[src/rtl/core/drfs_pkg.sv]
// Package with shared types, constants and helper functions of the record field splitter.
package drfs_pkg;

    localparam int MAX_FIELDS = 8;
    localparam int MAX_SEP_CHARS = 4;
    localparam int MAX_RESULTS = 3;
    localparam int QUEUE_DEPTH = 4;

    localparam logic [7:0] DISCARD_TARGET = 8'hFF;

    localparam logic [2:0] CFG_FIELD_SEP_CHARS = 3'd0;
    localparam logic [2:0] CFG_FIELD_SEP_COUNT = 3'd1;
    localparam logic [2:0] CFG_RECORD_SEP_CHARS = 3'd2;
    localparam logic [2:0] CFG_RECORD_SEP_COUNT = 3'd3;
    localparam logic [2:0] CFG_DEFINED_FIELD_COUNT = 3'd4;
    localparam logic [2:0] CFG_FIELD_TARGET_MAP = 3'd5;

    typedef enum logic [1:0] {
        KIND_FIELD_BYTE = 2'd0,
        KIND_FIELD_END = 2'd1,
        KIND_RECORD_END = 2'd2
    } t_kind;

    typedef enum logic [1:0] {
        MODE_COLLECT = 2'd0,
        MODE_DROP = 2'd1,
        MODE_SKIP = 2'd2
    } t_mode;

    typedef struct packed {
        t_kind kind;
        logic [7:0] target;
    } t_slot;

    typedef struct packed {
        t_slot [MAX_RESULTS-1:0] slots;
        logic [1:0] last;
        logic [7:0] data_byte;
        logic [31:0] line;
        logic [3:0] seen;
    } t_entry;

    function automatic logic sep_match(input logic [7:0] b, input logic [31:0] chars,
                                       input logic [2:0] count);
        logic [2:0] lim;
        logic hit;
        lim = (count > 3'(MAX_SEP_CHARS)) ? 3'(MAX_SEP_CHARS) : count;
        hit = 1'b0;
        for (int k = 0; k < MAX_SEP_CHARS; k++) begin
            if ((3'(k) < lim) && (chars[8*k +: 8] == b)) begin
                hit = 1'b1;
            end
        end
        return hit;
    endfunction

    function automatic logic [3:0] field_limit(input logic [3:0] n);
        logic [3:0] lim;
        lim = n;
        if (lim == 4'd0) begin
            lim = 4'd1;
        end
        if (lim > 4'(MAX_FIELDS)) begin
            lim = 4'(MAX_FIELDS);
        end
        return lim;
    endfunction

    function automatic logic [7:0] target_of(input logic [63:0] map, input logic [3:0] pos);
        return map[8*pos[2:0] +: 8];
    endfunction

endpackage

[src/rtl/core/drfs_if.sv]
// Interfaces of the input, output and configuration channels of the record field splitter.
interface drfs_in_if;
    logic valid;
    logic ready;
    logic [7:0] data_byte;
    logic end_of_buffer;
    modport source(output valid, output data_byte, output end_of_buffer, input ready);
    modport sink(input valid, input data_byte, input end_of_buffer, output ready);
endinterface

interface drfs_out_if;
    logic valid;
    logic ready;
    logic [1:0] result_kind;
    logic [7:0] target_index;
    logic [7:0] field_byte;
    logic [31:0] line_number;
    logic [3:0] fields_seen;
    logic last_of_run;
    modport source(output valid, output result_kind, output target_index, output field_byte,
                   output line_number, output fields_seen, output last_of_run, input ready);
    modport sink(input valid, input result_kind, input target_index, input field_byte,
                 input line_number, input fields_seen, input last_of_run, output ready);
endinterface

interface drfs_cfg_if;
    logic valid;
    logic ready;
    logic [2:0] index;
    logic [63:0] data;
    modport source(output valid, output index, output data, input ready);
    modport sink(input valid, input index, input data, output ready);
endinterface

[src/rtl/core/drfs_front.sv]
// Front end: configuration registers, byte classification, parse state update and result bundle assembly.
module drfs_front (
    input  logic               i_clk,
    input  logic               i_rst_n,
    drfs_in_if.sink            i_in,
    drfs_cfg_if.sink           i_cfg,
    input  logic               i_full,
    output logic               o_push,
    output drfs_pkg::t_entry   o_push_data
);

    logic [31:0] r_fs_chars;
    logic [2:0]  r_fs_count;
    logic [31:0] r_rs_chars;
    logic [2:0]  r_rs_count;
    logic [3:0]  r_field_count;
    logic [63:0] r_map;

    drfs_pkg::t_mode r_mode;
    drfs_pkg::t_mode n_mode;
    logic [3:0]  r_pos;
    logic [3:0]  n_pos;
    logic [31:0] r_cnt;
    logic [31:0] n_cnt;

    logic w_accept;
    logic w_fs;
    logic w_rs;
    logic w_collect;
    logic w_close1;
    logic w_end1;
    logic w_emit_byte;
    logic w_close2;
    drfs_pkg::t_mode w_mode_a;
    drfs_pkg::t_mode w_mode_b;
    logic [3:0] w_p1;
    logic [3:0] w_pos_b;
    logic [7:0] w_t0;
    logic [7:0] w_t2;
    logic [1:0] w_n;

    assign i_in.ready = !i_full;
    assign w_accept = i_in.valid && i_in.ready;
    assign i_cfg.ready = 1'b1;

    always_ff @(posedge i_clk) begin
        if (!i_rst_n) begin
            r_fs_chars <= 32'd44;
            r_fs_count <= 3'd1;
            r_rs_chars <= 32'd10;
            r_rs_count <= 3'd1;
            r_field_count <= 4'd1;
            r_map <= '1;
        end else if (i_cfg.valid && i_cfg.ready) begin
            case (i_cfg.index)
                drfs_pkg::CFG_FIELD_SEP_CHARS: begin
                    r_fs_chars <= i_cfg.data[31:0];
                end
                drfs_pkg::CFG_FIELD_SEP_COUNT: begin
                    r_fs_count <= i_cfg.data[2:0];
                end
                drfs_pkg::CFG_RECORD_SEP_CHARS: begin
                    r_rs_chars <= i_cfg.data[31:0];
                end
                drfs_pkg::CFG_RECORD_SEP_COUNT: begin
                    r_rs_count <= i_cfg.data[2:0];
                end
                drfs_pkg::CFG_DEFINED_FIELD_COUNT: begin
                    r_field_count <= i_cfg.data[3:0];
                end
                drfs_pkg::CFG_FIELD_TARGET_MAP: begin
                    r_map <= i_cfg.data;
                end
                default: begin
                end
            endcase
        end
    end

    always_comb begin : classify
        w_fs = drfs_pkg::sep_match(i_in.data_byte, r_fs_chars, r_fs_count);
        w_rs = !w_fs && drfs_pkg::sep_match(i_in.data_byte, r_rs_chars, r_rs_count);
        case (r_mode)
            drfs_pkg::MODE_SKIP: begin
                w_collect = !w_rs;
                w_mode_a = w_rs ? drfs_pkg::MODE_SKIP : drfs_pkg::MODE_COLLECT;
            end
            drfs_pkg::MODE_DROP: begin
                w_collect = 1'b0;
                w_mode_a = w_rs ? drfs_pkg::MODE_SKIP : drfs_pkg::MODE_DROP;
            end
            default: begin
                w_collect = 1'b1;
                w_mode_a = drfs_pkg::MODE_COLLECT;
            end
        endcase
        w_t0 = drfs_pkg::target_of(r_map, r_pos);
        w_p1 = r_pos + 4'd1;
        w_close1 = w_collect && (w_fs || w_rs);
        w_end1 = w_collect &&
                 (w_rs || (w_fs && (w_p1 >= drfs_pkg::field_limit(r_field_count))));
        w_emit_byte = w_collect && !w_fs && !w_rs && (w_t0 != drfs_pkg::DISCARD_TARGET);
        w_mode_b = w_mode_a;
        if (w_end1) begin
            w_mode_b = w_rs ? drfs_pkg::MODE_SKIP : drfs_pkg::MODE_DROP;
        end
        w_pos_b = w_end1 ? 4'd0 : (w_close1 ? w_p1 : r_pos);
        w_close2 = i_in.end_of_buffer && (w_mode_b == drfs_pkg::MODE_COLLECT);
        w_t2 = drfs_pkg::target_of(r_map, w_pos_b);
    end

    always_comb begin : next_state
        n_mode = r_mode;
        n_pos = r_pos;
        n_cnt = r_cnt;
        if (w_accept) begin
            if (i_in.end_of_buffer) begin
                n_mode = drfs_pkg::MODE_COLLECT;
                n_pos = 4'd0;
                n_cnt = 32'd0;
            end else begin
                n_mode = w_mode_b;
                n_pos = w_pos_b;
                n_cnt = r_cnt + {31'd0, w_end1};
            end
        end
    end

    always_ff @(posedge i_clk) begin
        if (!i_rst_n) begin
            r_mode <= drfs_pkg::MODE_COLLECT;
            r_pos <= 4'd0;
            r_cnt <= 32'd0;
        end else begin
            r_mode <= n_mode;
            r_pos <= n_pos;
            r_cnt <= n_cnt;
        end
    end

    always_comb begin : build_entry
        o_push_data = '0;
        w_n = 2'd0;
        if (w_emit_byte) begin
            o_push_data.slots[w_n] = {drfs_pkg::KIND_FIELD_BYTE, w_t0};
            w_n = w_n + 2'd1;
        end
        if (w_close1 && (w_t0 != drfs_pkg::DISCARD_TARGET)) begin
            o_push_data.slots[w_n] = {drfs_pkg::KIND_FIELD_END, w_t0};
            w_n = w_n + 2'd1;
        end
        if (w_end1) begin
            o_push_data.slots[w_n] = {drfs_pkg::KIND_RECORD_END, 8'd0};
            w_n = w_n + 2'd1;
        end
        if (w_close2 && (w_t2 != drfs_pkg::DISCARD_TARGET)) begin
            o_push_data.slots[w_n] = {drfs_pkg::KIND_FIELD_END, w_t2};
            w_n = w_n + 2'd1;
        end
        if (w_close2) begin
            o_push_data.slots[w_n] = {drfs_pkg::KIND_RECORD_END, 8'd0};
            w_n = w_n + 2'd1;
        end
        o_push_data.last = w_n - 2'd1;
        o_push_data.data_byte = i_in.data_byte;
        o_push_data.line = r_cnt + 32'd1;
        o_push_data.seen = w_end1 ? w_p1 : (w_pos_b + 4'd1);
        o_push = w_accept && (w_n != 2'd0);
    end

`ifndef SYNTHESIS
    a_eob_restores: assert property (@(posedge i_clk) disable iff (!i_rst_n)
        w_accept && i_in.end_of_buffer |=>
        r_mode == drfs_pkg::MODE_COLLECT && r_pos == 4'd0 && r_cnt == 32'd0)
        else $error("end of buffer did not restore the parse state");
    a_pos_bound: assert property (@(posedge i_clk) disable iff (!i_rst_n)
        r_pos <= 4'd7)
        else $error("field position ran past the last field");
    a_record_sep_skips: assert property (@(posedge i_clk) disable iff (!i_rst_n)
        w_accept && w_rs && r_mode == drfs_pkg::MODE_COLLECT && !i_in.end_of_buffer |=>
        r_mode == drfs_pkg::MODE_SKIP && r_pos == 4'd0)
        else $error("record separator did not end the record");
`endif

endmodule

[src/rtl/core/drfs_queue.sv]
// Small queue of result bundles between the front end and the back end.
module drfs_queue #(
    parameter int QUEUE_DEPTH = drfs_pkg::QUEUE_DEPTH
) (
    input  logic              i_clk,
    input  logic              i_rst_n,
    input  logic              i_push,
    input  drfs_pkg::t_entry  i_push_data,
    output logic              o_full,
    input  logic              i_pop,
    output drfs_pkg::t_entry  o_head,
    output logic              o_empty
);

    localparam int PW = (QUEUE_DEPTH > 1) ? $clog2(QUEUE_DEPTH) : 1;
    localparam int CW = $clog2(QUEUE_DEPTH + 1);

    drfs_pkg::t_entry r_mem [QUEUE_DEPTH];
    logic [PW-1:0] r_wr;
    logic [PW-1:0] r_rd;
    logic [CW-1:0] r_count;
    logic [PW-1:0] n_wr;
    logic [PW-1:0] n_rd;
    logic [CW-1:0] n_count;
    logic w_push;
    logic w_pop;

    assign o_full = (r_count == CW'(QUEUE_DEPTH));
    assign o_empty = (r_count == '0);
    assign o_head = r_mem[r_rd];
    assign w_push = i_push && !o_full;
    assign w_pop = i_pop && !o_empty;

    always_comb begin
        n_wr = r_wr;
        n_rd = r_rd;
        n_count = r_count;
        if (w_push) begin
            n_wr = (r_wr == PW'(QUEUE_DEPTH - 1)) ? '0 : r_wr + PW'(1);
        end
        if (w_pop) begin
            n_rd = (r_rd == PW'(QUEUE_DEPTH - 1)) ? '0 : r_rd + PW'(1);
        end
        if (w_push && !w_pop) begin
            n_count = r_count + CW'(1);
        end else if (w_pop && !w_push) begin
            n_count = r_count - CW'(1);
        end
    end

    always_ff @(posedge i_clk) begin
        if (w_push) begin
            r_mem[r_wr] <= i_push_data;
        end
    end

    always_ff @(posedge i_clk) begin
        if (!i_rst_n) begin
            r_wr <= '0;
            r_rd <= '0;
            r_count <= '0;
        end else begin
            r_wr <= n_wr;
            r_rd <= n_rd;
            r_count <= n_count;
        end
    end

endmodule

[src/rtl/core/drfs_back.sv]
// Back end: walks the results of each queued bundle into the output register.
module drfs_back (
    input  logic              i_clk,
    input  logic              i_rst_n,
    input  logic              i_empty,
    input  drfs_pkg::t_entry  i_head,
    output logic              o_pop,
    drfs_out_if.source        o_out
);

    logic [1:0]  r_slot;
    logic [1:0]  n_slot;
    logic        r_valid;
    logic        n_valid;
    logic [1:0]  r_kind;
    logic [1:0]  n_kind;
    logic [7:0]  r_target;
    logic [7:0]  n_target;
    logic [7:0]  r_byte;
    logic [7:0]  n_byte;
    logic [31:0] r_line;
    logic [31:0] n_line;
    logic [3:0]  r_seen;
    logic [3:0]  n_seen;
    logic        r_last;
    logic        n_last;

    logic w_load;
    logic w_last;
    drfs_pkg::t_slot w_cur;

    assign w_load = !i_empty && (!r_valid || o_out.ready);
    assign w_last = (r_slot == i_head.last);
    assign o_pop = w_load && w_last;
    assign w_cur = i_head.slots[r_slot];

    always_comb begin
        n_slot = r_slot;
        n_valid = r_valid;
        n_kind = r_kind;
        n_target = r_target;
        n_byte = r_byte;
        n_line = r_line;
        n_seen = r_seen;
        n_last = r_last;
        if (w_load) begin
            n_slot = w_last ? 2'd0 : r_slot + 2'd1;
            n_valid = 1'b1;
            n_kind = w_cur.kind;
            n_target = w_cur.target;
            n_byte = (w_cur.kind == drfs_pkg::KIND_FIELD_BYTE) ? i_head.data_byte : 8'd0;
            n_line = (w_cur.kind == drfs_pkg::KIND_RECORD_END) ? i_head.line : 32'd0;
            n_seen = (w_cur.kind == drfs_pkg::KIND_RECORD_END) ? i_head.seen : 4'd0;
            n_last = w_last;
        end else if (o_out.ready) begin
            n_valid = 1'b0;
        end
    end

    always_ff @(posedge i_clk) begin
        if (!i_rst_n) begin
            r_slot <= 2'd0;
            r_valid <= 1'b0;
        end else begin
            r_slot <= n_slot;
            r_valid <= n_valid;
        end
    end

    always_ff @(posedge i_clk) begin
        r_kind <= n_kind;
        r_target <= n_target;
        r_byte <= n_byte;
        r_line <= n_line;
        r_seen <= n_seen;
        r_last <= n_last;
    end

    assign o_out.valid = r_valid;
    assign o_out.result_kind = r_kind;
    assign o_out.target_index = r_target;
    assign o_out.field_byte = r_byte;
    assign o_out.line_number = r_line;
    assign o_out.fields_seen = r_seen;
    assign o_out.last_of_run = r_last;

`ifndef SYNTHESIS
    a_slot_idle: assert property (@(posedge i_clk) disable iff (!i_rst_n)
        i_empty |-> r_slot == 2'd0)
        else $error("result index left nonzero with an empty queue");
    a_slot_bound: assert property (@(posedge i_clk) disable iff (!i_rst_n)
        !i_empty |-> r_slot <= i_head.last)
        else $error("result index ran past the bundle");
    a_record_end_last: assert property (@(posedge i_clk) disable iff (!i_rst_n)
        o_out.valid && o_out.result_kind == drfs_pkg::KIND_RECORD_END |-> o_out.last_of_run)
        else $error("record end was not the final result of its byte");
`endif

endmodule

[src/rtl/core/delimited_record_field_splitter_top.sv]
// Top level of the delimited record field splitter.
// The block takes one text byte per cycle whenever its internal queue of QUEUE_DEPTH
// bundles has room, and classifies it against the field and record separator sets in
// that same cycle. Every byte yields zero to three results, which leave through a
// registered output one per cycle while the output is ready, so a byte that yields k
// results holds the output for all k of them; bytes with one result or none sustain one
// byte per cycle under the same condition. The output side is therefore what sets the
// throughput, with the queue absorbing short bursts of multi-result bytes such as
// separators at the end of a buffer. Configuration writes are always accepted and take
// effect at once; they should be made while no transaction is in flight.
module delimited_record_field_splitter_top #(
    parameter int QUEUE_DEPTH = drfs_pkg::QUEUE_DEPTH
) (
    input  logic       i_clk,
    input  logic       i_rst_n,
    drfs_in_if.sink    i_in,
    drfs_cfg_if.sink   i_cfg,
    drfs_out_if.source o_out
);

    logic             w_push;
    drfs_pkg::t_entry w_push_data;
    logic             w_full;
    logic             w_pop;
    drfs_pkg::t_entry w_head;
    logic             w_empty;

    drfs_front u_front (
        .i_clk       (i_clk),
        .i_rst_n     (i_rst_n),
        .i_in        (i_in),
        .i_cfg       (i_cfg),
        .i_full      (w_full),
        .o_push      (w_push),
        .o_push_data (w_push_data)
    );

    drfs_queue #(
        .QUEUE_DEPTH (QUEUE_DEPTH)
    ) u_queue (
        .i_clk       (i_clk),
        .i_rst_n     (i_rst_n),
        .i_push      (w_push),
        .i_push_data (w_push_data),
        .o_full      (w_full),
        .i_pop       (w_pop),
        .o_head      (w_head),
        .o_empty     (w_empty)
    );

    drfs_back u_back (
        .i_clk   (i_clk),
        .i_rst_n (i_rst_n),
        .i_empty (w_empty),
        .i_head  (w_head),
        .o_pop   (w_pop),
        .o_out   (o_out)
    );

endmodule

[src/flat_wrapper.sv]
// flat-port wrapper written by rule: the top's interface ports become plain ports
module delimited_record_field_splitter_top_flat 
#(
    parameter int QUEUE_DEPTH = drfs_pkg::QUEUE_DEPTH
)
  (i_clk, i_rst_n, i_in_valid, i_in_data_byte, i_in_end_of_buffer, i_in_ready, i_cfg_valid, i_cfg_index, i_cfg_data, i_cfg_ready, o_out_valid, o_out_result_kind, o_out_target_index, o_out_field_byte, o_out_line_number, o_out_fields_seen, o_out_last_of_run, o_out_ready);
  drfs_in_if i_in_i ();
  drfs_cfg_if i_cfg_i ();
  drfs_out_if o_out_i ();
  input  logic i_clk;
  input  logic i_rst_n;
  input wire logic [$bits(i_in_i.valid)-1:0] i_in_valid;
  input wire logic [$bits(i_in_i.data_byte)-1:0] i_in_data_byte;
  input wire logic [$bits(i_in_i.end_of_buffer)-1:0] i_in_end_of_buffer;
  output wire logic [$bits(i_in_i.ready)-1:0] i_in_ready;
  input wire logic [$bits(i_cfg_i.valid)-1:0] i_cfg_valid;
  input wire logic [$bits(i_cfg_i.index)-1:0] i_cfg_index;
  input wire logic [$bits(i_cfg_i.data)-1:0] i_cfg_data;
  output wire logic [$bits(i_cfg_i.ready)-1:0] i_cfg_ready;
  output wire logic [$bits(o_out_i.valid)-1:0] o_out_valid;
  output wire logic [$bits(o_out_i.result_kind)-1:0] o_out_result_kind;
  output wire logic [$bits(o_out_i.target_index)-1:0] o_out_target_index;
  output wire logic [$bits(o_out_i.field_byte)-1:0] o_out_field_byte;
  output wire logic [$bits(o_out_i.line_number)-1:0] o_out_line_number;
  output wire logic [$bits(o_out_i.fields_seen)-1:0] o_out_fields_seen;
  output wire logic [$bits(o_out_i.last_of_run)-1:0] o_out_last_of_run;
  input wire logic [$bits(o_out_i.ready)-1:0] o_out_ready;
  assign i_in_i.valid = i_in_valid;
  assign i_in_i.data_byte = i_in_data_byte;
  assign i_in_i.end_of_buffer = i_in_end_of_buffer;
  assign i_in_ready = i_in_i.ready;
  assign i_cfg_i.valid = i_cfg_valid;
  assign i_cfg_i.index = i_cfg_index;
  assign i_cfg_i.data = i_cfg_data;
  assign i_cfg_ready = i_cfg_i.ready;
  assign o_out_valid = o_out_i.valid;
  assign o_out_result_kind = o_out_i.result_kind;
  assign o_out_target_index = o_out_i.target_index;
  assign o_out_field_byte = o_out_i.field_byte;
  assign o_out_line_number = o_out_i.line_number;
  assign o_out_fields_seen = o_out_i.fields_seen;
  assign o_out_last_of_run = o_out_i.last_of_run;
  assign o_out_i.ready = o_out_ready;
  delimited_record_field_splitter_top #(.QUEUE_DEPTH(QUEUE_DEPTH)) u_core (.i_clk(i_clk), .i_rst_n(i_rst_n), .i_in(i_in_i), .i_cfg(i_cfg_i), .o_out(o_out_i));
endmodule
[config.mk]
export PLATFORM = sky130hd
export DESIGN_NAME = delimited_record_field_splitter_top_flat
export DESIGN_NICKNAME = d
export VERILOG_FILES = /design/src/rtl/core/drfs_pkg.sv /design/src/rtl/core/drfs_if.sv /design/src/rtl/core/drfs_front.sv /design/src/rtl/core/drfs_queue.sv /design/src/rtl/core/drfs_back.sv /design/src/rtl/core/delimited_record_field_splitter_top.sv /design/src/flat_wrapper.sv
export SDC_FILE = /design/constraint.sdc
export NUM_CORES = 1
export LEC_CHECK = 0
export BUFFER_PORTS_ARGS = -buffer_cell sky130_fd_sc_hd__buf_2
export CAP_MARGIN = 20
export CELL_PAD_IN_SITES_DETAIL_PLACEMENT = 1
export CELL_PAD_IN_SITES_GLOBAL_PLACEMENT = 1
export CORE_MARGIN = 10
export CORE_UTILIZATION = 44
export DETAILED_ROUTE_END_ITERATION = 10
export PLACE_DENSITY = 0.68
export SKIP_CTS_REPAIR_TIMING = 1
export SKIP_LAST_GASP = 1
export SYNTH_ARGS = -nofsm -noshare
export SYNTH_HDL_FRONTEND = slang
export SYNTH_SLANG_ARGS = --single-unit
[constraint.sdc]
create_clock -name i_clk -period 11.7 [get_ports i_clk]
set_input_delay 1.755 -clock i_clk [delete_from_list [all_inputs] [get_ports i_clk]]
set_output_delay 1.755 -clock i_clk [all_outputs]
set_load 0.01 [all_outputs]
* Yosys cells after proc, flatten, opt, wreduce, memory -nomap -nowiden
Memories as Yosys holds them, arrays and structs flattened. A register that Yosys moved wholly into a read port is not among the register bits.
Index checks and enable logic that the tools add are counted.
** Cells by class
- $add $sub $neg :: 14
- Order comparisons :: 21
- Equality and inequality tests :: 22
- Shift-type cells :: 2
- Muxes and demuxes :: 56
- Bitwise operators :: 6
- Reduce and logical (&&, ||, !) cells :: 54
** Operator list (count)
- $shiftx 64x7->8 :: 2
- $mux 30 :: 4
- $demux 10 s2 :: 4
- $eq 8x8->1 :: 8
- $bwmux 30 :: 2
- $and 27x27->27 :: 2
- $not 27->27 :: 2
- $mux 10 :: 5
- $add 32x1->32 :: 1
- $add 32x1->32 const B :: 1
- $mux 32 :: 1
- $logic_and 1x1->1 :: 30
- $mux 2 :: 13
- $mux 4 :: 6
- $bmux 10 s2 :: 1
- $ne 8x8->1 const B :: 2
- $lt 2x3->1 const B :: 5
- $add 2x1->2 const B :: 7
- $mux 1 :: 13
- $lt 1x3->1 const A :: 4
- $lt 2x3->1 const A :: 4
- $mux 3 :: 4
- $reduce_and 2->1 :: 6
- $eq 3x3->1 const B :: 3
- other kinds (23) :: 45
** Word-level totals
- Register bits :: 241
- RAM bits :: 304
- Input port bits :: 81
- Memories kept :: 1
** Memory list
- u_core.u_queue.r_mem :: depth 4, width 76, read ports 1, clocked after Yosys merged registers in 1, write ports 1, line drfs_queue.sv:18 : drfs_pkg::t_entry r_mem [QUEUE_DEPTH];

* Depth between registers and ports, before layout
Gate-level depths: netlist of the first run.
- Word-level depth :: 31
- Depth in mapped cells :: 29
- Gate-level depth less buffers :: 28

* By module
From an unflattened synthesis of the first run, not the netlist that was laid out.
** Second synthesis, totals
- Cells, all modules :: 1918
- Area, all modules :: 24752.5 um^2
** By module, submodules not included
- drfs_queue :: instances 1, cells an instance 448, area an instance 11484.8 um^2, seq. area each 9308.9 um^2
- drfs_front :: instances 1, cells an instance 1307, area an instance 10533.9 um^2, seq. area each 3523.4 um^2
- drfs_back :: instances 1, cells an instance 163, area an instance 2733.9 um^2, seq. area each 1711.6 um^2

* Worst setup path before layout of the first run
No wires, ideal clock.
- Path type :: input to register
- Start :: input port i_in_data_byte[3]
- End :: memory u_core.u_queue.r_mem[0][0] in the netlist's numbering, enable pin
- Setup time :: 0.443 ns
- Arrival time :: 7.517 ns
- Required time :: 11.257 ns
- Slack :: 3.741 ns
- Stages :: 20
- Cell sequence :: buf_2 -> xor2_1 -> nor4_1 -> nand3_1 -> o41a_1 -> a211o_1 -> buf_1 -> mux2i_1 -> mux2i_1 -> nand3_1 -> a211o_1 -> a2111oi_4 -> nor2_1 -> xnor2_1 -> ha_1 -> nor2_1 -> a21oi_1 -> ha_1 -> nor2_1 -> and2_1
** On the way
- Longest elaborated chain between the ends :: 27
- Elaborated cells between the ends (all ways) :: 62
** RTL lines
- start, declared :: line flat_wrapper.sv:13 : input wire logic [$bits(i_in_i.data_byte)-1:0] i_in_data_byte;
- $eq 8x8->1 :: line drfs_pkg.sv:50 : if ((3'(k) < lim) && (chars[8*k +: 8] == b)) begin
- $logic_and 1x1->1 :: line drfs_pkg.sv:50
- $mux 1 (4 in a row) :: line drfs_pkg.sv:50
- $logic_not 1->1 :: line drfs_front.sv:82, drfs_front.sv:102
- $logic_and 1x1->1 :: line drfs_front.sv:82 : w_rs = !w_fs && drfs_pkg::sep_match(i_in.data_byte, r_rs_chars, r_rs_count);
- $logic_not 1->1 :: line drfs_front.sv:85, drfs_front.sv:102
- $pmux 1 s2 :: line drfs_front.sv:83 : case (r_mode)
- $logic_and 1x1->1 (3 in a row) :: line drfs_front.sv:102 : w_emit_byte = w_collect && !w_fs && !w_rs && (w_t0 != drfs_pkg::DISCARD_TARGET);
- [7 not listed]
- $add 2x1->2 :: line drfs_front.sv:162 : w_n = w_n + 2'd1;
- $mux 2 * :: line drfs_front.sv:160 : if (w_close2) begin
- $reduce_bool 2->1 * :: line drfs_front.sv:168 : o_push = w_accept && (w_n != 2'd0);
- $logic_and 1x1->1 * :: line drfs_front.sv:168
- $logic_and 1x1->1 * :: line drfs_queue.sv:31 : assign w_push = i_push && !o_full;
- net u_core.u_queue.w_push :: line drfs_queue.sv:25 : logic w_push;
- $mux 1 * :: line drfs_queue.sv:52 : if (w_push) begin
- $mux 1 (implied by the code) * :: line drfs_queue.sv:53 : r_mem[r_wr] <= i_push_data;
- end, declared :: line drfs_queue.sv:18
Mark *: on every way through the listed nets, which the timed path passes. The rest lies on a longest branch.

* Worst setup path in the final report of the first run
- Start :: register u_core.u_front.r_pos[0]
- End :: memory u_core.u_queue.r_mem[3][59] in the netlist's numbering, enable pin
** On the way
- Longest elaborated chain between the ends :: 17
- Elaborated cells between the ends (all ways) :: 31
** RTL lines
- start, declared :: line drfs_front.sv:21 : logic [3:0] r_pos;
- start signal, assigned :: line drfs_front.sv:136 : r_pos <= n_pos;
- $shiftx 64x7->8 or $add 4x1->4 (tied branches) :: line drfs_pkg.sv:70, drfs_front.sv:98
- $ne 8x8->1 or $ge 4x4->1 (tied branches) :: line drfs_front.sv:102, drfs_front.sv:148, drfs_front.sv:101
- $logic_and 1x1->1 (on tied branches) :: line drfs_front.sv:102, drfs_front.sv:101
- $mux 1 or $logic_or 1x1->1 (tied branches) :: line drfs_front.sv:144, drfs_front.sv:101
- $add 2x1->2 or $logic_and 1x1->1 (tied branches) :: line drfs_front.sv:150, drfs_front.sv:100
- $mux 2, or another cell as far along :: line drfs_front.sv:148 : if (w_close1 && (w_t0 != drfs_pkg::DISCARD_TARGET)) begin
- $add 2x1->2, or another cell as far along :: line drfs_front.sv:154 : w_n = w_n + 2'd1;
- $mux 2, or another cell as far along :: line drfs_front.sv:152 : if (w_end1) begin
- [2 not listed]
- $add 2x1->2 :: line drfs_front.sv:162
- $mux 2 * :: line drfs_front.sv:160
- $reduce_bool 2->1 * :: line drfs_front.sv:168
- $logic_and 1x1->1 * :: line drfs_front.sv:168
- $logic_and 1x1->1 * :: line drfs_queue.sv:31
- net u_core.u_queue.w_push :: line drfs_queue.sv:25
- $mux 1 * :: line drfs_queue.sv:52
- $mux 1 (implied by the code) * :: line drfs_queue.sv:53
Marks and branches as above.

==> results by group, run 1 <==
Logic synthesis
  – Synth Register Bits: 547
  – Mapped Area: 24,300 um2
  – Synth cell count leaders: edfxtp_1 (359), nand2_1 (347), dfxtp_1 (188)
  – Gate Count Post-Synth: 1,949
  – Adder-Cell Fraction of Synth Area: 1.58%
  – Synth async-reset ratio: 0%
  – Most frequent cell after synthesis: edfxtp_1
  – Synthesis Warnings: 0
  – Largest family of logic cells by synthesized area: simple AND/OR/NAND/NOR gates
  – Net count after synthesis: 2,060
  – Ys flop type: edfxtp_1
  – Multiplexer share of the synthesized area: 11.3%
  – Yosys top cell area share: 44.4%
  – Most area-hungry cell type in the Yosys netlist: edfxtp_1
  – Seq/Total Area, Yosys: 59.9%
  – Syn Area/Cell: 12.5 um2
  – Simple-Gate Fraction of Synth Area: 13.3%
  – Main area contributors after synthesis: edfxtp_1 (44%), dfxtp_1 (16%), mux4_2 (8.5%)
  – Post-synth cell types: 73
  – Number of enable flip-flop cells after synthesis: 359
  – Compound-Gate Fraction of Synth Area: 6.73%
  – XOR/XNOR Fraction of Synth Area: 4.62%

Worst setup path
  – Worst Path Arrival: 9.33 ns
  – Startpoint Class: flip-flop
  – Worst R2R Path Depth: 22
  – RR Endpoint: u_core.u_queue.r_mem[3][59]
  – Reg2reg start: u_core.u_front.r_pos[0]
  – Critical path endpoint category: flip-flop
  – Worst Path Required: 11.96 ns
  – CP Max Fanout: 53
  – R2r setup slk: 2.63 ns
  – Setup CP Type: flip-flop to flip-flop

STA
  – Final min period: 9.07 ns
  – Tcrit/Tclk final: 77.6%
  – Clk_skew: 0.0219 ns
  – Hold Vio Cnt, Final: 0
  – Unrepaired setup endpoints after global routing: no
  – Max-slew violations: 0
  – Final Setup Violations: 0
  – Fin worst setup slack: 2.63 ns
  – Setup TNS: 0 ns
  – Slew HR: 28.7%
  – FMAX: 110 MHz
  – Slew @ Worst Pin: 1.07 ns

Placement
  – Placer Congestion: 0.859
  – IO Port Bufs: 137
  – Place WS: 2.11 ns
  – Inst Count DP: 2,691
  – Post-DP HPWL: 44.4 mm

CTS
  – TritonCTS clock tree: done
  – Clock root buffer: clkbuf_16
  – CTS buffer count: 57
  – CTS Buffer Depth: 3
  – Reg clk slew, reported paths: 0.06 ns
  – Clock latency on the worst-skew pair: 0.62 ns
  – CTS H-Tree Depth: 2
  – CTS sink count: 547

Layout
  – Non-filler instance count after layout: 2,801
  – FF/Latch Area: 14,600 um2
  – Fill cells: 5,643
  – Area used by multi-input combinational logic: 9190 um2
  – Layout cells sized above 1: 17.7%
  – Area growth syn-to-layout: 13.0%
  – N_diodes: 0
  – Total Nets Final: 2,159

GRT
  – Initial antenna violation count: 2
  – Total global-route track usage: 20.3%
  – Largest net degree at the start of global routing: 95
  – GRT overflow: 0
  – First-pass GRT wire length: 101 mm
  – Vias in the first global route: 17,000

Floorplanning
  – Die Area: 65,000 um2
  – Die W: 255 um
  – Ports: 139
  – Core area: 54,900 um2
  – Site Rows: 86
  – Starting Density: 44.2%
  – Die height: 255 um

Routing
  – WL final: 65.7 mm
  – Router iterations before antenna repair: 5
  – DR iter-0 viols: 839
  – Vias/cell: 5.62
  – WL per Instance: 23.5 um
  – Routed vias: 15,700
  – Routed Antenna Nets: 0
  – Residual DRC: 0

Outcome
  – Status: finished clean

Power
  – Pwr/cell area: 189 nW/um2
  – Tot Pwr: 5170 uW
  – Maximum VDD drop: 0.119 mV
  – Leakage: 0.00999 uW

Job
  – Max-Cap Viols: 0

Min path
  – Hold_sp: u_core.u_front.r_field_count[0]
  – Worst hold path type: flip-flop to flip-flop
  – Endpoint, Worst Hold: u_core.u_front.r_field_count[0]
  – Hold path cells: 2
-- stage by stage --
stage	utilization, %	hold slack [ns]	area (um2)
after floorplan	-	0.442	24300
after global placement	46.6	0.466	25600
after detailed placement	46.6	0.460	25600
after CTS	49.9	0.478	27400
after global routing	50.0	0.501	27400
final	50.0	0.476	27400
-- layer usage --
metal	vias to the layer above	global-route usage (%)	wire [um]
li1	7331	-	-
met3	99	3.14	2680
met5	-	0	11
met2	285	35.9	33200
met1	8014	25.2	28000
met4	2	6.36	1860
-- how the worst max path moves through the flow --
| stage | start | endpoint | slack (ns) |
|---|---|---|---|
| 3_5_place_dp | i_in_data_byte[7] | u_core.u_queue.r_mem[0][64] | 2.11 |
| 5_1_grt | u_core.u_front.r_pos[0] | u_core.u_queue.r_mem[0][1] | 1.96 |
| 6_report | u_core.u_front.r_pos[0] | u_core.u_queue.r_mem[3][59] | 2.63 |
| 4_1_cts | u_core.u_front.r_pos[0] | u_core.u_queue.r_mem[3][59] | 2.65 |
| 2_1_floorplan | i_in_data_byte[3] | u_core.u_queue.r_mem[0][0] | 3.74 |
| 3_3_place_gp | i_in_data_byte[7] | u_core.u_queue.r_mem[2][69] | 2.41 |
-- critical path: stages (launching register included) --
cell and delay, ns:
dfxtp_2 0.76, buf_4 0.51, ha_1 0.20, nand2b_1 0.10, a21o_1 0.11, a21oi_1 0.11, o21bai_1 0.56, a211o_1 0.86
a2bb2oi_2 0.62, inv_2 0.37, a211oi_1 0.30, a32oi_1 0.11, a211o_1 0.35, a2111oi_4 0.79, nor2_1 0.29, xnor2_1 0.28
ha_1 0.27, nor2_1 0.10, a21oi_1 0.05, ha_1 0.20, nor2_1 0.36, and2_4 0.84, buf_4 0.51
-- power by group --
group | total, uW | switching [uW] | internal, uW
clock | 1770 | 756 | 1010
combinational | 947 | 550 | 397
sequential | 2460 | 106 | 2350
-- cells in the final DEF, fill, tap and decap left out, types with 5 or more instances in the layout --
cell       count
o32ai_1       10
clkbuf_16     57
mux4_2        92
edfxtp_1     359
mux2i_1       58
mux2_2         5
clkinv_1      14
a21oi_1       31
nor3_1        27
dfxtp_1      185
buf_4         20
nor4_1        10
clkinv_2       8
a211oi_1       9
o21ai_0       26
xnor2_1       48
buf_2        136
o2bb2ai_1      8
nand3_1       99
a22oi_1        6
xor2_1        80
or3_1         17
nand2_1      347
a31oi_1        6
nor2_2         8
inv_1         24
clkbuf_1      17
o211ai_1       7
nand2b_1       6
a21boi_0      66
nor2_1        88
and3_1        52
and2_1         7
ha_1          29
nand4_1       19
nor2b_1       19
-- area by class of cell --
type	count	area share, %
Inverter	30	0.411
Timing Repair Buffer	158	3.20
Sequential cell	547	53.1
Clock inverter	30	0.990
Multi-Input combinational cell	1254	33.5
Clock buffer	78	5.63
Tap cell	704	3.21
-- cells by family (layout without fill, tap and decap cells) --
kind of cell / Yosys count / in the layout
buffers and inverters: 148 / 296
AO/OA/AOI/OAI: 221 / 221
adder cells (fa/ha/maj): 30 / 30
XOR/XNOR: 128 / 128
other: 1 / 1
multiplexers: 159 / 159
AND/OR/NAND/NOR: 715 / 715
flip-flops: 547 / 547
-- registers in the layout, summed over array words and instances, names as in the netlist, 8 cells and up, named ones only --
signal / flops
u_core.u_front.r_fs_chars: 32
u_core.u_back.o_out.target_index: 8
u_core.u_front.r_cnt: 32
u_core.u_queue.r_mem: 304
u_core.u_back.o_out.field_byte: 8
u_core.u_front.r_map: 64
u_core.u_front.r_rs_chars: 32
u_core.u_back.o_out.line_number: 32
(Power assumes the default switching activity.)
==> run 2: changes to the inputs <==
ABC_AREA = 1   (was default)
CORE_UTILIZATION = 43   (was 44)
PLACE_DENSITY = 0.73   (was 0.68)
clock period = 8.15 ns   (was 11.7 ns; I/O delays follow)
==> results by group, run 2 <==
Worst setup path
  – Startpoint Class: flip-flop
  – WP buf/inv: 5 (+2)
  – CP Max Fanout: 39 (-26%)
  – Critical path endpoint category: flip-flop
  – Max stage delay on crit path: 0.96 ns (+0.10 ns)
  – CP cell instances: buf_4 -> clkinv_1 -> nand2_1 -> nand3_1 -> a22oi_1 -> nor3_1 -> nand3_1 -> nand2_1 -> inv_1 -> ha_1 -> or2_2 -> nand2_1 -> ha_1 -> o21ai_1 -> ha_1 -> nand2_1 -> o21ai_0 -> ha_1 -> nor2_1 -> inv_1 -> nor2_4 -> buf_4
  – Setup CP Type: flip-flop to flip-flop
  – CP delay by family, top: buffers and inverters
  – Worst path slowest cell: clkinv_1
  – Worst Path Required: 8.45 ns (-3.51 ns)
  – Worst Path Arrival: 6.93 ns (-2.40 ns)

STA
  – Slew HR: 29.9% (+1.2 points)
  – Final min period: 6.63 ns (-2.44 ns)
  – Hold Vio Cnt, Final: 0 (unchanged)
  – Final Setup Violations: 0 (unchanged)
  – Max-slew violations: 0 (unchanged)
  – FMAX: 151 MHz (+37%)
  – Slew @ Worst Pin: 1.05 ns (-0.0243 ns)
  – Unrepaired setup endpoints after global routing: no
  – Clk_skew: 0.0418 ns (+0.0199 ns)
  – Setup TNS: 0 ns (unchanged)
  – Tcrit/Tclk final: 81.4% (+3.8 points)

Floorplanning
  – Site Rows: 88 (+2.3%)
  – Starting Density: 43.3% (-0.92 points)
  – Core area: 57,500 um2 (+4.7%)
  – Die W: 261 um (+2.2%)
  – Ports: 139 (unchanged)
  – Die Area: 67,900 um2 (+4.5%)
  – Die height: 261 um (+2.2%)

Layout
  – Post-layout util: 49.1% (-0.89 points)
  – Finished Cell Area: 28,200 um2 (+2.9%)
  – Most frequent cells in the layout: nand2_1 (545), nor2_1 (438), edfxtp_1 (359), o21ai_0 (257), nand3_1 (198)
  – Total Nets Final: 2,951 (+37%)
  – Top flop regs: u_core.u_queue.r_mem: 304 flops, u_core.u_front.r_map: 64 flops
  – Max FFs per register: 304 (unchanged)
  – Largest Register: u_core.u_queue.r_mem
  – Area growth syn-to-layout: 13.4%
  – Non-filler instance count after layout: 3,655 (+30%)
  – Layout cells sized above 1: 10.2% (-7.5 points)
  – Commonest non-fill, non-tap cell in the layout: nand2_1
  – N_diodes: 0 (unchanged)

CTS
  – CTS H-Tree Depth: 2 (unchanged)
  – CTS sink count: 547 (unchanged)
  – CTS buffer count: 58 (+1.8%)
  – Clock root buffer: clkbuf_16
  – CTS Buffer Depth: 3 (unchanged)
  – TritonCTS clock tree: done
  – Reg clk slew, reported paths: 0.07 ns (about the same)
  – Clock latency on the worst-skew pair: 0.64 ns (+0.02 ns)

Power
  – Internal: 5480 uW (+46%)
  – Combinational Power Share: 22.0% (+3.7 points)
  – Leakage: 0.0112 uW (+12%)
  – Pwr/cell area: 287 nW/um2 (+52%)
  – Clock power frac: 33.8% (-0.4 points)
  – Switching share of power: 32.2% (+4.9 points)
  – Maximum VDD drop: 0.204 mV (+72%)
  – Switching pwr: 2600 uW (+84%)
  – Reg power frac: 44.2% (-3.3 points)

Logic synthesis
  – Yosys top cell area share: 43.3% (-1.1 points)
  – Main area contributors after synthesis: edfxtp_1 (43%), dfxtp_1 (15%), nand2_1 (8.2%)
  – Synth cell count leaders: nand2_1 (545), nor2_1 (443), edfxtp_1 (359)
  – Ys flop type: edfxtp_1
  – Net count after synthesis: 2,865 (+39%)
  – Synth Register Bits: 547 (unchanged)
  – Most area-hungry cell type in the Yosys netlist: edfxtp_1
  – Mapped Area: 24,900 um2 (+2.5%)
  – Post-synth cell types: 55 (-25%)
  – Number of enable flip-flop cells after synthesis: 359 (unchanged)
  – Syn Area/Cell: 9.04 um2 (-27%)
  – Seq/Total Area, Yosys: 58.4% (-1.5 points)
  – Most frequent cell after synthesis: nand2_1
  – Synth async-reset ratio: 0% (unchanged)
  – Gate Count Post-Synth: 2,754 (+41%)
  – Synthesis Warnings: 0 (unchanged)

GRT
  – Initial antenna violation count: 0 (-2)
  – Vias in the first global route: 21,200 (+25%)
  – Total global-route track usage: 23.3% (+2.9 points)
  – GRT overflow: 0 (unchanged)
  – Largest net degree at the start of global routing: 100 (+5.3%)
  – First-pass GRT wire length: 123 mm (+21%)

Routing
  – DR iter-0 viols: 1,466 (+75%)
  – Residual DRC: 0 (unchanged)
  – WL per Instance: 22.0 um (-6.3%)
  – Routed vias: 20,000 (+27%)
  – Vias/cell: 5.48 (-2.4%)
  – Router iterations before antenna repair: 5 (unchanged)
  – Routed Antenna Nets: 0 (unchanged)
  – WL final: 80.3 mm (+22%)

Job
  – Max-Cap Viols: 0 (unchanged)

Placement
  – IO Port Bufs: 137 (unchanged)
  – Inst Count DP: 3,544 (+32%)
  – Placer Congestion: 0.906 (+5.5%)
  – Placed inst area: 26,200 um2 (+2.6%)
  – Post-DP HPWL: 55.5 mm (+25%)

Min path
  – Worst hold path type: flip-flop to flip-flop

Outcome
  – Status: finished clean
## run 2: kinds of logic (layout without fill, tap and decap cells)
| group | count (synthesis) | count (layout) | share of synthesized area, % |
|---|---|---|---|
| buffers and inverters | 330 | 466 | 5.44 |
| adders and majority gates | 30 | 30 | 1.54 |
| AOI/OAI and AO/OA | 521 | 521 | 11.5 |
| other | 1 | 1 | 0.0151 |
| DFF | 547 | 547 | 58.4 |
| and+or+nand+nor | 1263 | 1263 | 20.9 |
| xor gates and xnor gates | 62 | 62 | 2.18 |
## run 2: layout make-up
cell class                      count  area, um2
Inverter                          192        724
Timing Repair Buffer              164        966
Fill cell                        6661      29300
Multi-Input combinational cell   1877       9040
Sequential cell                   547      14500
Tap cell                          765        957
Clock inverter                     30        299
Clock buffer                       80       1680
## run 2: path summary, 6_finish.rpt
path	depth (start not counted)	start	end	slack, ns
worst max-delay path	22	u_core.u_front.r_pos[0]	u_core.u_queue.r_mem[3][52]	1.52
worst min-delay path	2	u_core.u_front.r_rs_chars[18]	u_core.u_front.r_rs_chars[18]	0.47
worst max register to register	22	u_core.u_front.r_pos[0]	u_core.u_queue.r_mem[3][52]	1.52
worst min register to register	2	u_core.u_front.r_rs_chars[18]	u_core.u_front.r_rs_chars[18]	0.47
## run 2: power by group through the flow
stage	clock network (uW)	registers (uW)	logic [uW]
4_1_cts	2780	3580	1800
3_3_place_gp	0	3610	1730
2_1_floorplan	0	3660	1020
5_1_grt	2900	3610	1970
6_report	2730	3570	1780
3_5_place_dp	0	3630	1790
## run 2: metal layers
layer  part of all wire [%]  vias up  GRT usage (%)
li1                       -     9494              -
met1                     44    10000           29.8
met2                     49      407           40.3
met3                    3.9      113           3.27
met4                    2.5        0           6.65
met5                      0        -              0
## run 2: worst min-delay path, cell delays in order (launching register included)
cell and delay [ns]:
dfxtp_1 0.31, inv_1 0.06, a21oi_1 0.05
## run 2: per-stage QoR
step / setup WS (ns) / hold slack [ns] / total power [uW]
floorplan: 0.0944 / 0.430 / 4680
global placement: 1.14 / 0.455 / 5340
detailed placement: 0.865 / 0.461 / 5420
CTS: 1.52 / 0.471 / 8160
global route: 0.887 / 0.500 / 8480
finish: 1.52 / 0.472 / 8090
==> run 3: changes to the inputs <==
ABC_AREA = 0   (was 1)
CORE_UTILIZATION = 44   (was 43)
PLACE_DENSITY = 0.68   (was 0.73)
clock period = 6.3 ns   (was 8.15 ns; I/O delays follow)
==> results by group, run 3 (synthesis results as in run 1) <==
Outcome
  – Status: finished clean

Layout
  – Max FFs per register: 304 (unchanged)
  – Commonest non-fill, non-tap cell in the layout: edfxtp_1
  – N_diodes: 0 (unchanged)
  – Total Nets Final: 2,270 (-23%)
  – Largest Register: u_core.u_queue.r_mem
  – Finished Cell Area: 28,500 um2 (+0.94%)
  – Area growth syn-to-layout: 17.4%
  – Layout cells sized above 1: 22.5% (+12 points)
  – Top flop regs: u_core.u_queue.r_mem: 304 flops, u_core.u_front.r_map: 64 flops
  – Most frequent cells in the layout: edfxtp_1 (359), nand2_1 (347), dfxtp_1 (185), buf_2 (135), buf_4 (114)

Routing
  – Routed Antenna Nets: 0 (unchanged)
  – Residual DRC: 0 (unchanged)
  – DR iter-0 viols: 873 (-40%)
  – Router iterations before antenna repair: 5 (unchanged)
  – Vias/cell: 5.54 (+1.1%)
  – WL per Instance: 22.6 um (+2.6%)
  – WL final: 65.7 mm (-18%)
  – Routed vias: 16,100 (-19%)

STA
  – Final Setup Violations: 0 (unchanged)
  – Max-slew violations: 0 (unchanged)
  – Slew @ Worst Pin: 0.895 ns (-0.151 ns)
  – Hold Vio Cnt, Final: 0 (unchanged)
  – FMAX: 168 MHz
  – Slew HR: 40.3% (+10 points)
  – Tcrit/Tclk final: 94.7%
  – Final min period: 5.97 ns
  – Fin worst setup slack: 0.334 ns (-1.18 ns)
  – Clk_skew: 0.0272 ns (-0.0147 ns)

Power
  – Pwr/cell area: 339 nW/um2 (+18%)
  – Maximum VDD drop: 0.256 mV (+26%)
  – Leakage: 0.0106 uW (-5.4%)

GRT
  – GRT overflow: 0 (unchanged)
  – Vias in the first global route: 17,400 (-18%)
  – Total global-route track usage: 20.4% (-2.8 points)
  – Largest net degree at the start of global routing: 82 (-18%)
  – First-pass GRT wire length: 103 mm (-16%)
  – Initial antenna violation count: 0 (unchanged)

Floorplanning
  – Core area: 54,900 um2 (-4.5%)
  – Site Rows: 86 (-2.3%)
  – Die height: 255 um (-2.2%)
  – Die W: 255 um (-2.2%)
  – Starting Density: 44.2% (+0.92 points)
  – Die Area: 65,000 um2 (-4.3%)
  – Ports: 139 (unchanged)

Worst setup path
  – Most used cell, CP: ha_1
  – Setup CP Type: primary input to flip-flop
  – Worst Path Required: 6.84 ns (-1.61 ns)
  – Reg2reg start: u_core.u_front.r_pos[0]
  – Worst R2R Path Depth: 25 (+14%)
  – R2r setup slk: 0.49 ns (-1.03 ns)
  – Max stage delay on crit path: 0.50 ns (-0.46 ns)
  – Worst Path Arrival: 6.51 ns (-0.42 ns)
  – CP Max Fanout: 14 (-64%)
  – Worst path slowest cell: a2111oi_4
  – Startpoint Class: primary input
  – Critical path endpoint category: flip-flop
  – RR Endpoint: u_core.u_queue.r_count[2]

CTS
  – CTS sink count: 547 (unchanged)
  – CTS buffer count: 58 (unchanged)
  – Reg clk slew, reported paths: 0.06 ns (about the same)
  – Clock latency on the worst-skew pair: 0.63 ns (about the same)
  – TritonCTS clock tree: done
  – CTS H-Tree Depth: 2 (unchanged)
  – CTS Buffer Depth: 3 (unchanged)
  – Clock root buffer: clkbuf_16

Placement
  – IO Port Bufs: 137 (unchanged)
  – Placer Congestion: 0.845 (-6.8%)
  – Place WS: -0.533 ns (-1.40 ns)
  – Placed inst area: 26,600 um2 (+1.3%)
  – Post-DP HPWL: 46.3 mm (-17%)

Min path
  – Worst hold path type: flip-flop to flip-flop
  – Hold path cells: 2 (unchanged)
  – Endpoint, Worst Hold: u_core.u_front.r_rs_chars[2]
  – Hold_sp: u_core.u_front.r_rs_chars[2]

Job
  – Max-Cap Viols: 0 (unchanged)
run 3: metal layers:
layer	GRT usage [%]	vias up	share of wire [%]
met2	36.4	268	51
met1	25.5	8213	43
met5	0	-	0
met4	6.02	0	2.7
li1	-	7556	-
met3	2.80	98	3.2
run 3: power breakdown:
part | switching, uW | leakage [uW] | internal [uW]
clock network | 1410 | 0.000877 | 1810
registers | 207 | 0.00485 | 4360
logic | 1040 | 0.00485 | 824
total | 2660 | 0.0106 | 6990
run 3: worst max-delay path by stage:
stage | slack [ns] | end | start | cells past startpoint
floorplan | -0.1 | u_core.u_queue.r_mem[0][0] | u_core.u_front.r_pos[0] | 23
global placement | -0.45 | u_core.u_queue.r_count[2] | i_in_data_byte[4] | 25
detailed placement | -0.53 | u_core.u_queue.r_count[2] | i_in_data_byte[7] | 25
CTS | 0.06 | u_core.u_queue.r_count[2] | i_in_data_byte[7] | 25
global route | -0.02 | u_core.u_queue.r_count[2] | i_in_data_byte[0] | 25
finish | 0.33 | u_core.u_queue.r_count[2] | i_in_data_byte[0] | 25
run 3: final cells by class:
| class | instances | area [um2] |
|---|---|---|
| flip-flops and latches | 547 | 14600 |
| fillers | 5617 | 26400 |
| clock buffers | 81 | 1590 |
| repair buffers | 268 | 1890 |
| inverters | 30 | 113 |
| well taps | 704 | 881 |
| multi-input cells | 1254 | 9260 |
| clock inverters | 27 | 199 |
run 3: worst max-delay path, delay by kind of cell:
family	cells	cell delay, ns
AND/OR/NAND/NOR	6	1.17
XOR/XNOR	3	0.55
adder cells (fa/ha/maj)	4	1.05
multiplexers	1	0.22
buffers and inverters	3	0.40
AO/OA/AOI/OAI	8	2.18
run 3: through the flow:
step                utilization (%)  cells  TNS (ns)  total power, uW  hold WS, ns
floorplan                         -   1949    -29.36             5760        0.442
global placement               48.4   2797    -14.11             6490        0.465
detailed placement             48.4   2798    -34.65             6570        0.473
finish                         51.9   2911         0             9650        0.479
CTS                            51.7   2906         0             9800        0.482
global route                   51.9   2911   -0.0176            10100        0.502
